--- config.mk ---
export PLATFORM = sky130hd
export DESIGN_NAME = time_based_uuid_generator_core
export DESIGN_NICKNAME = d
export VERILOG_FILES = /design/src/rtl/tuvg_pkg.sv /design/src/rtl/tuvg_fifo.sv /design/src/rtl/tuvg_regs.sv /design/src/rtl/tuvg_front.sv /design/src/rtl/tuvg_back.sv /design/src/rtl/time_based_uuid_generator_core.sv
export SDC_FILE = /design/constraint.sdc
export NUM_CORES = 2
export LEC_CHECK = 0
export BUFFER_PORTS_ARGS = -buffer_cell sky130_fd_sc_hd__buf_2
export CORE_ASPECT_RATIO = 1.1
export CORE_UTILIZATION = 40
export CTS_BUF_LIST = sky130_fd_sc_hd__clkbuf_4 sky130_fd_sc_hd__clkbuf_8
export CTS_CLUSTER_SIZE = 10
export DETAILED_ROUTE_END_ITERATION = 12
export MAX_ROUTING_LAYER = met4
export PLACE_DENSITY = 0.68
export SETUP_SLACK_MARGIN = 0.02
export SLEW_MARGIN = 40
export SYNTH_ARGS = -nofsm -noshare
export SYNTH_HDL_FRONTEND = slang
export SYNTH_SLANG_ARGS = --single-unit
--- constraint.sdc ---
create_clock -name clk -period 8.8 [get_ports clk]
set_input_delay 0.44 -clock clk [delete_from_list [all_inputs] [get_ports clk]]
set_output_delay 0.44 -clock clk [all_outputs]
set_load 0.02 [all_outputs]
--- src/rtl/tuvg_pkg.sv ---
// ----------------------------------------------------------------------------
// tuvg_pkg: shared types and constants of the version-1 UUID generator
// Holds the register map, the record passed from the front end to the back
// end, the result record and the fixed UUID constants.
// ----------------------------------------------------------------------------
package tuvg_pkg;

  localparam int SEC_W  = 34;
  localparam int USEC_W = 20;
  localparam int SEQ_W  = 13;
  localparam int ADJ_W  = 4;
  localparam int NODE_W = 48;

  localparam int PADDR_W = 5;
  localparam int PDATA_W = 64;

  // Register index, taken from paddr[4:3].
  localparam logic [1:0] REG_NODE_ID    = 2'd0;
  localparam logic [1:0] REG_INIT_SEQ   = 2'd1;
  localparam logic [1:0] REG_MAX_ADJUST = 2'd2;

  localparam logic [ADJ_W-1:0]  MAX_ADJ_RESET  = 4'd10;
  localparam logic [23:0]       TICKS_PER_SEC  = 24'd10000000;
  localparam logic [63:0]       EPOCH_OFFSET   = 64'h01B2_1DD2_1381_4000;
  localparam logic [15:0]       VERSION_BITS   = 16'h1000;
  localparam logic [15:0]       VARIANT_BIT    = 16'h8000;
  localparam logic [NODE_W-1:0] NODE_MULTICAST = 48'h8000_0000_0000;

  localparam int QUEUE_DEPTH_DEF = 4;
  localparam int OUT_DEPTH_DEF   = 2;

  typedef struct packed {
    logic [NODE_W-1:0] node_id;
    logic [SEQ_W-1:0]  initial_sequence;
    logic [ADJ_W-1:0]  adj_limit;
  } cfg_t;

  // Classified reading, as left by the front end.
  typedef struct packed {
    logic              retry;
    logic [SEC_W-1:0]  seconds;
    logic [USEC_W-1:0] microseconds;
    logic [ADJ_W-1:0]  adjustment;
    logic [SEQ_W-1:0]  seq;
  } rec_t;

  typedef struct packed {
    logic              status;
    logic [31:0]       ts_low;
    logic [15:0]       ts_mid;
    logic [15:0]       time_high_version;
    logic [15:0]       sequence_field;
    logic [NODE_W-1:0] node_field;
  } res_t;

endpackage

--- src/rtl/tuvg_fifo.sv ---
// ----------------------------------------------------------------------------
// tuvg_fifo: small synchronous queue
// Register-based first-in first-out store with full and empty flags.
// ----------------------------------------------------------------------------
module tuvg_fifo #(
  parameter int WIDTH = 8,
  parameter int DEPTH = 2
) (
  input  logic             clk,
  input  logic             rst_n,
  input  logic             push,
  input  logic [WIDTH-1:0] wdata,
  output logic             full,
  input  logic             pop,
  output logic [WIDTH-1:0] rdata,
  output logic             empty
);

  localparam int AW = (DEPTH > 1) ? $clog2(DEPTH) : 1;
  localparam int CW = $clog2(DEPTH + 1);

  logic [WIDTH-1:0] mem_r [DEPTH];
  logic [AW-1:0]    wr_ptr_r, wr_ptr_nxt;
  logic [AW-1:0]    rd_ptr_r, rd_ptr_nxt;
  logic [CW-1:0]    count_r, count_nxt;
  logic             do_push, do_pop;

  assign full    = (count_r == CW'(DEPTH));
  assign empty   = (count_r == '0);
  assign do_push = push && !full;
  assign do_pop  = pop && !empty;
  assign rdata   = mem_r[rd_ptr_r];

  always_comb begin
    wr_ptr_nxt = wr_ptr_r;
    rd_ptr_nxt = rd_ptr_r;
    count_nxt  = count_r;
    if (do_push) begin
      wr_ptr_nxt = (wr_ptr_r == AW'(DEPTH - 1)) ? '0 : wr_ptr_r + 1'b1;
    end
    if (do_pop) begin
      rd_ptr_nxt = (rd_ptr_r == AW'(DEPTH - 1)) ? '0 : rd_ptr_r + 1'b1;
    end
    if (do_push && !do_pop) begin
      count_nxt = count_r + 1'b1;
    end else if (do_pop && !do_push) begin
      count_nxt = count_r - 1'b1;
    end
  end

  always_ff @(posedge clk) begin
    if (!rst_n) begin
      wr_ptr_r <= '0;
      rd_ptr_r <= '0;
      count_r  <= '0;
    end else begin
      wr_ptr_r <= wr_ptr_nxt;
      rd_ptr_r <= rd_ptr_nxt;
      count_r  <= count_nxt;
    end
  end

  always_ff @(posedge clk) begin
    if (do_push) begin
      mem_r[wr_ptr_r] <= wdata;
    end
  end

endmodule

--- src/rtl/tuvg_regs.sv ---
// ----------------------------------------------------------------------------
// tuvg_regs: configuration registers
// APB-style register file holding the node identifier, the initial clock
// sequence and the adjustment limit.
// ----------------------------------------------------------------------------
module tuvg_regs (
  input  logic                         clk,
  input  logic                         rst_n,
  input  logic                         psel,
  input  logic                         penable,
  input  logic                         pwrite,
  input  logic [tuvg_pkg::PADDR_W-1:0] paddr,
  input  logic [tuvg_pkg::PDATA_W-1:0] pwdata,
  output logic [tuvg_pkg::PDATA_W-1:0] prdata,
  output logic                         pready,
  output tuvg_pkg::cfg_t               cfg
);

  tuvg_pkg::cfg_t cfg_r, cfg_nxt;
  logic           wr_en;
  logic [1:0]     reg_idx;

  assign pready  = 1'b1;
  assign wr_en   = psel && penable && pwrite;
  assign reg_idx = paddr[4:3];
  assign cfg     = cfg_r;

  always_comb begin
    cfg_nxt = cfg_r;
    prdata  = '0;
    case (reg_idx)
      tuvg_pkg::REG_NODE_ID: begin
        prdata = {16'b0, cfg_r.node_id};
        if (wr_en) cfg_nxt.node_id = pwdata[tuvg_pkg::NODE_W-1:0];
      end
      tuvg_pkg::REG_INIT_SEQ: begin
        prdata = {51'b0, cfg_r.initial_sequence};
        if (wr_en) cfg_nxt.initial_sequence = pwdata[tuvg_pkg::SEQ_W-1:0];
      end
      tuvg_pkg::REG_MAX_ADJUST: begin
        prdata = {60'b0, cfg_r.adj_limit};
        if (wr_en) cfg_nxt.adj_limit = pwdata[tuvg_pkg::ADJ_W-1:0];
      end
      default: begin
        prdata = '0;
      end
    endcase
  end

  always_ff @(posedge clk) begin
    if (!rst_n) begin
      cfg_r.node_id          <= '0;
      cfg_r.initial_sequence <= '0;
      cfg_r.adj_limit        <= tuvg_pkg::MAX_ADJ_RESET;
    end else begin
      cfg_r <= cfg_nxt;
    end
  end

endmodule

--- src/rtl/tuvg_front.sv ---
// ----------------------------------------------------------------------------
// tuvg_front: reading classifier and clock-sequence state
// Compares each accepted reading with the last recorded one, updates the
// sequence and adjustment and hands a classified record to the queue.
// ----------------------------------------------------------------------------
module tuvg_front (
  input  logic                        clk,
  input  logic                        rst_n,
  input  logic                        push,
  input  logic                        q_full,
  input  logic [tuvg_pkg::SEC_W-1:0]  in_seconds,
  input  logic [tuvg_pkg::USEC_W-1:0] in_microseconds,
  input  tuvg_pkg::cfg_t              cfg,
  output tuvg_pkg::rec_t              rec,
  output logic                        rec_push
);

  logic                        started_r, started_nxt;
  logic [tuvg_pkg::SEC_W-1:0]  last_sec_r, last_sec_nxt;
  logic [tuvg_pkg::USEC_W-1:0] last_usec_r, last_usec_nxt;
  logic [tuvg_pkg::ADJ_W-1:0]  adj_r, adj_nxt;
  logic [tuvg_pkg::SEQ_W-1:0]  seq_r, seq_nxt;
  logic                        sec_eq, earlier, equal, retry;

  assign rec_push = push && !q_full;
  assign sec_eq   = (in_seconds == last_sec_r);
  assign earlier  = (in_seconds < last_sec_r) || (sec_eq && in_microseconds < last_usec_r);
  assign equal    = sec_eq && (in_microseconds == last_usec_r);
  assign retry    = started_r && equal && (adj_r >= cfg.adj_limit);

  always_comb begin
    started_nxt   = started_r;
    last_sec_nxt  = last_sec_r;
    last_usec_nxt = last_usec_r;
    adj_nxt       = adj_r;
    seq_nxt       = seq_r;
    if (!started_r) begin
      started_nxt   = 1'b1;
      seq_nxt       = cfg.initial_sequence;
      adj_nxt       = '0;
      last_sec_nxt  = in_seconds;
      last_usec_nxt = in_microseconds;
    end else if (earlier) begin
      seq_nxt       = seq_r + 1'b1;
      adj_nxt       = '0;
      last_sec_nxt  = in_seconds;
      last_usec_nxt = in_microseconds;
    end else if (equal) begin
      // At the limit nothing changes and the transaction reports a retry.
      if (!retry) adj_nxt = adj_r + 1'b1;
    end else begin
      adj_nxt       = '0;
      last_sec_nxt  = in_seconds;
      last_usec_nxt = in_microseconds;
    end
  end

  always_comb begin
    rec.retry        = retry;
    rec.seconds      = in_seconds;
    rec.microseconds = in_microseconds;
    rec.adjustment   = adj_nxt;
    rec.seq          = seq_nxt;
  end

  always_ff @(posedge clk) begin
    if (!rst_n) begin
      started_r   <= 1'b0;
      last_sec_r  <= '0;
      last_usec_r <= '0;
      adj_r       <= '0;
      seq_r       <= '0;
    end else if (rec_push) begin
      started_r   <= started_nxt;
      last_sec_r  <= last_sec_nxt;
      last_usec_r <= last_usec_nxt;
      adj_r       <= adj_nxt;
      seq_r       <= seq_nxt;
    end
  end

endmodule

--- src/rtl/tuvg_back.sv ---
// ----------------------------------------------------------------------------
// tuvg_back: timestamp pipeline
// Two-stage pipeline that turns a classified record into the UUID fields:
// partial products of the seconds first, then the 64-bit sum.
// ----------------------------------------------------------------------------
module tuvg_back (
  input  logic                        clk,
  input  logic                        rst_n,
  input  tuvg_pkg::rec_t              q_rec,
  input  logic                        q_empty,
  output logic                        q_pop,
  input  logic [tuvg_pkg::NODE_W-1:0] node_id,
  output tuvg_pkg::res_t              res,
  output logic                        res_push,
  input  logic                        res_full
);

  logic                       s1_v_r;
  logic                       s1_retry_r;
  logic [tuvg_pkg::SEQ_W-1:0] s1_seq_r;
  logic [40:0]                s1_phi_r, s1_plo_r;
  logic [24:0]                s1_base_r;
  logic                       s2_v_r;
  tuvg_pkg::res_t             s2_res_r, s2_res_nxt;
  logic                       s1_ready, s2_ready;
  logic [40:0]                phi_nxt, plo_nxt;
  logic [24:0]                base_nxt;
  logic [63:0]                ts;

  assign s2_ready = !s2_v_r || !res_full;
  assign s1_ready = !s1_v_r || s2_ready;
  assign q_pop    = !q_empty && s1_ready;
  assign res_push = s2_v_r;
  assign res      = s2_res_r;

  // The 34-bit seconds are split in halves of 17 bits to keep each product narrow.
  assign phi_nxt  = {24'b0, q_rec.seconds[33:17]} * {17'b0, tuvg_pkg::TICKS_PER_SEC};
  assign plo_nxt  = {24'b0, q_rec.seconds[16:0]} * {17'b0, tuvg_pkg::TICKS_PER_SEC};
  assign base_nxt = {2'b0, q_rec.microseconds, 3'b0} + {4'b0, q_rec.microseconds, 1'b0}
                  + {21'b0, q_rec.adjustment};

  assign ts = {6'b0, s1_phi_r, 17'b0} + {23'b0, s1_plo_r} + {39'b0, s1_base_r}
            + tuvg_pkg::EPOCH_OFFSET;

  always_comb begin
    if (s1_retry_r) begin
      s2_res_nxt        = '0;
      s2_res_nxt.status = 1'b1;
    end else begin
      s2_res_nxt.status            = 1'b0;
      s2_res_nxt.ts_low            = ts[31:0];
      s2_res_nxt.ts_mid            = ts[47:32];
      s2_res_nxt.time_high_version = ts[63:48] | tuvg_pkg::VERSION_BITS;
      s2_res_nxt.sequence_field    = {3'b0, s1_seq_r} | tuvg_pkg::VARIANT_BIT;
      s2_res_nxt.node_field        = node_id | tuvg_pkg::NODE_MULTICAST;
    end
  end

  always_ff @(posedge clk) begin
    if (!rst_n) begin
      s1_v_r <= 1'b0;
      s2_v_r <= 1'b0;
    end else begin
      if (s1_ready) s1_v_r <= !q_empty;
      if (s2_ready) s2_v_r <= s1_v_r;
    end
  end

  always_ff @(posedge clk) begin
    if (q_pop) begin
      s1_retry_r <= q_rec.retry;
      s1_seq_r   <= q_rec.seq;
      s1_phi_r   <= phi_nxt;
      s1_plo_r   <= plo_nxt;
      s1_base_r  <= base_nxt;
    end
    if (s2_ready && s1_v_r) begin
      s2_res_r <= s2_res_nxt;
    end
  end

endmodule

--- src/rtl/time_based_uuid_generator_core.sv ---
// ----------------------------------------------------------------------------
// time_based_uuid_generator_core: version-1 UUID generator
// Turns time readings into time-based UUIDs with a retry status.
// ----------------------------------------------------------------------------
// Readings enter through a queue-style port: seconds and microseconds are
// taken at an edge where push is high and full is low. Results leave through
// a queue-style port: while empty is low the oldest result is on the out_
// ports and it is taken at an edge where pop is high.
// The front end classifies each reading and updates the clock sequence in
// the cycle of its transaction, so one reading is accepted every cycle
// while full is low. A short queue feeds a two-stage timestamp pipeline,
// whose width is set by the 64-bit sum of the split seconds products,
// and one result leaves per cycle while pop is high and empty is low.
// When pop stays low the output queue fills, the pipeline and the input
// queue back up and full rises; nothing is lost. Reset clears the queues,
// the pipeline and the sequence state; the next reading is treated as the
// first. Registers sit at byte addresses 0, 8 and 16; the user must write
// them only while the block is idle, which the block does not enforce.
// ----------------------------------------------------------------------------
module time_based_uuid_generator_core #(
  parameter int QUEUE_DEPTH = tuvg_pkg::QUEUE_DEPTH_DEF,
  parameter int OUT_DEPTH   = tuvg_pkg::OUT_DEPTH_DEF
) (
  input  logic                         clk,
  input  logic                         rst_n,
  input  logic                         push,
  output logic                         full,
  input  logic [tuvg_pkg::SEC_W-1:0]   in_seconds,
  input  logic [tuvg_pkg::USEC_W-1:0]  in_microseconds,
  output logic                         empty,
  input  logic                         pop,
  output logic                         out_status,
  output logic [31:0]                  out_ts_low,
  output logic [15:0]                  out_ts_mid,
  output logic [15:0]                  out_time_high_version,
  output logic [15:0]                  out_sequence_field,
  output logic [tuvg_pkg::NODE_W-1:0]  out_node_field,
  input  logic                         psel,
  input  logic                         penable,
  input  logic                         pwrite,
  input  logic [tuvg_pkg::PADDR_W-1:0] paddr,
  input  logic [tuvg_pkg::PDATA_W-1:0] pwdata,
  output logic [tuvg_pkg::PDATA_W-1:0] prdata,
  output logic                         pready
);

  tuvg_pkg::cfg_t cfg;
  tuvg_pkg::rec_t front_rec, q_rec;
  tuvg_pkg::res_t back_res, out_res;
  logic           rec_push, q_full, q_empty, q_pop;
  logic           res_push, res_full;

  tuvg_regs u_regs (
    .clk     (clk),
    .rst_n   (rst_n),
    .psel    (psel),
    .penable (penable),
    .pwrite  (pwrite),
    .paddr   (paddr),
    .pwdata  (pwdata),
    .prdata  (prdata),
    .pready  (pready),
    .cfg     (cfg)
  );

  tuvg_front u_front (
    .clk             (clk),
    .rst_n           (rst_n),
    .push            (push),
    .q_full          (q_full),
    .in_seconds      (in_seconds),
    .in_microseconds (in_microseconds),
    .cfg             (cfg),
    .rec             (front_rec),
    .rec_push        (rec_push)
  );

  tuvg_fifo #(
    .WIDTH ($bits(tuvg_pkg::rec_t)),
    .DEPTH (QUEUE_DEPTH)
  ) u_queue (
    .clk   (clk),
    .rst_n (rst_n),
    .push  (rec_push),
    .wdata (front_rec),
    .full  (q_full),
    .pop   (q_pop),
    .rdata (q_rec),
    .empty (q_empty)
  );

  tuvg_back u_back (
    .clk      (clk),
    .rst_n    (rst_n),
    .q_rec    (q_rec),
    .q_empty  (q_empty),
    .q_pop    (q_pop),
    .node_id  (cfg.node_id),
    .res      (back_res),
    .res_push (res_push),
    .res_full (res_full)
  );

  tuvg_fifo #(
    .WIDTH ($bits(tuvg_pkg::res_t)),
    .DEPTH (OUT_DEPTH)
  ) u_out_queue (
    .clk   (clk),
    .rst_n (rst_n),
    .push  (res_push),
    .wdata (back_res),
    .full  (res_full),
    .pop   (pop),
    .rdata (out_res),
    .empty (empty)
  );

  assign full                  = q_full;
  assign out_status            = out_res.status;
  assign out_ts_low            = out_res.ts_low;
  assign out_ts_mid            = out_res.ts_mid;
  assign out_time_high_version = out_res.time_high_version;
  assign out_sequence_field    = out_res.sequence_field;
  assign out_node_field        = out_res.node_field;

endmodule

==> out/qor.yml <==
timing:
  tightestPinTransition_ps: 803
  slew_headroom: 0.465
  period_share: 0.850
  rsz0062_at_grt: "false"
  setup_tns_ps: 0
  min_period_ps: 7480
  drv_slew: 0
  hold_viol: 0
  setup_viol: 0
  fmax_mhz: 134
  fin_skew_ps: 51.5
worst_setup_path:
  crit_chain: "mux4_2 -> ha_1 -> ha_1 -> fa_1 -> fa_1 -> fa_1 -> inv_1 -> fa_1 -> inv_1 -> ha_1 -> a21oi_1 -> o221ai_1 -> a21o_1 -> a21o_1 -> a21oi_1 -> nor2b_1 -> a311oi_1 -> o21ai_0 -> o41ai_1 -> o21bai_1 -> a21oi_1 -> xnor2_1"
  cp-start-kind: "flop"
  crit_path_max_fanout: 32
  endpoint_kind: "flop"
  cp_data_required_time_ps: 9350
  critPathMaxStageDelay_ps: 770
  critPathKind: "reg -> reg"
  slowest_stage: "dfxtp_4"
  cp_common_cell: "fa_1"
  cp.arrival_ps: 8030
yosys:
  synth_common_cells: "761 x edfxtp_1, 491 x inv_1, 480 x ha_1"
  yosysMostFrequentCell: "edfxtp_1"
  netlist.area_leader.share: 0.458
  yosysWarnings: 0
  synth_edf_count: 761
  synth_area_leader_cell: "edfxtp_1"
  syn_area_mm2: 0.0499
  netlist_instances: 3911
  ys.flop_type: "edfxtp_1"
  syn_avg_cell_area_um2: 12.8
  ys_top_cells_by_area: "edfxtp_1 46%, ha_1 12%, dfxtp_1 6.1%, fa_1 6.1%, inv_1 3.7%"
  async_flop_share: 0
  synth_cell_types: 82
  ys_ff_latch: 914
  yosysSeqAreaShare: 0.519
die:
  dieArea_mm2: 0.126
  start_util: 0.404
  die_w_um: 339
  core_mm2: 0.123
  fp.dieH_um: 372
  ioPinCount: 326
  rows: 135
layout:
  fin_nets: 5137
  stdcell_count: 6143
  drive_gt1_frac: 0.180
  nFillCells: 11000
  area_growth_pct: 15.4
cts:
  cts_resized: 0
  htree_levels: 4
  cts.path.max_buffers: 3
  worstSkewPairLatency_ps: 850
  post-cts-setup-buffers: 0
  clock-root-buffer: "clkbuf_8"
  cts_buffers: 148
  cts_tree: "done"
  clkTransAtPathRegs_ps: 60
  cts_sinks: 914
  hold_buffers: 104
detailed_routing:
  drt_pre_antenna_iters: 5
  viasPerCell: 4.90
  vias: 30100
  drt_iter0_markers: 1542
  wirelength_um: 103000
  drc: 0
  wire_per_inst_um: 16.8
  drt.antenna.violating_nets: 0
grt:
  grt_util_met1: 0.215
  grt_pass1_vias: 30600
  met3_usage: 0.0286
  grt_max_degree: 123
  top_usage_layer: "met2"
  grtUsageTotal: 0.170
  grt-ovfl-total: 0
  grt_pass1_wl_um: 164000
  antenna_found_initial: 8
  grt_use_met2: 0.272
placed_design:
  place_congestion: 0.877
  place_inst: 5762
  hpwl_um: 73300
  port_buffers: 284
status:
  status: "finished clean"
run:
  maxCapViolations: 0
hold_path:
  min_path_type: "in -> reg"
through the flow:
step	util	worst slack, ps	hold WS (ps)	instance area (um^2)
after global routing	0.466	799	108	57600
after global placement	0.431	1330	422	53200
after detailed placement	0.432	1310	429	53300
final	0.466	1320	159	57600
after CTS	0.466	1260	44.4	57500
after floorplan	-	1110	421	50000
flip-flops by register name, summed over array words and instances (netlist names), 3 cells and up, named ones only:
signal,count
u_front.last_usec_r,20
u_back.s1_phi_r,34
u_front.adj_r,4
u_back.s1_base_r,25
u_out_queue.mem_r,244
u_queue.count_r,3
u_back.s1_seq_r,13
u_queue.mem_r,288
u_regs.cfg,65
u_back.res,122
u_front.seq_r,13
u_back.s1_plo_r,34
u_front.last_sec_r,34
area by class of cell:
type,count,area [um^2],area share
clock buffer,202,2520,0.0438
sequential,914,25900,0.450
multi-input combinational,2400,21800,0.378
inverter,492,1850,0.0322
antenna,7,17.5,0.000304
timing repair buffer,418,2810,0.0488
clock inverter,66,649,0.0113
tap,1644,2060,0.0357
path summary, 6_finish.rpt:
path	from	endpoint	slack, ps	depth (start not counted)
worst max-delay path	flop	u_back.s1_plo_r[40]	1320	22
worst min-delay path	push	u_front.adj_r[3]	160	5
worst max register to register	flop	u_back.s1_plo_r[40]	1320	22
worst min register to register	u_back.res[41]	u_out_queue.mem_r[0][41]	410	0
per-layer routing:
layer / up-vias / routed length [um]
li1: 14800 / -
met1: 14600 / 47800
met2: 600 / 48400
met3: 160 / 4100
met4: 0 / 3060
met5: - / 0
critical path, delay by kind of cell (launching register included):
kind	cells	cell delay, ps
buffers and inverters	2	110
multiplexers	1	730
adder cells (fa/ha/maj)	7	3150
AO/OA/AOI/OAI	10	2220
flip-flops	1	770
XOR/XNOR	1	80
AND/OR/NAND/NOR	1	60
cell usage in the layout (no fill, tap or decap), types with 97 or more instances in the layout:
cell type	netlist	routed
edfxtp_1	761	761
xnor2_1	112	112
dfxtp_1	153	150
nand2_1	202	202
nor2b_1	98	97
clkbuf_8	0	161
mux2_2	124	124
buf_2	8	284
nor2_1	226	223
ha_1	480	480
a21oi_1	198	196
inv_1	491	491
fa_1	153	153
dlygate4sd3_1	0	104
kinds of logic after synthesis:
kind of cell | count (synthesis) | share of synthesized area
AOI/OAI and AO/OA | 495 | 0.0638
adders and majority gates | 633 | 0.182
and+or+nand+nor | 777 | 0.0754
muxes | 287 | 0.0787
other | 2 | 0.000150
xor gates and xnor gates | 185 | 0.0326
DFF | 914 | 0.519
buffers and inverters | 618 | 0.0485
Power is not shown: default switching activity piles up to over one toggle a cycle in this logic, so the estimate is an artifact.
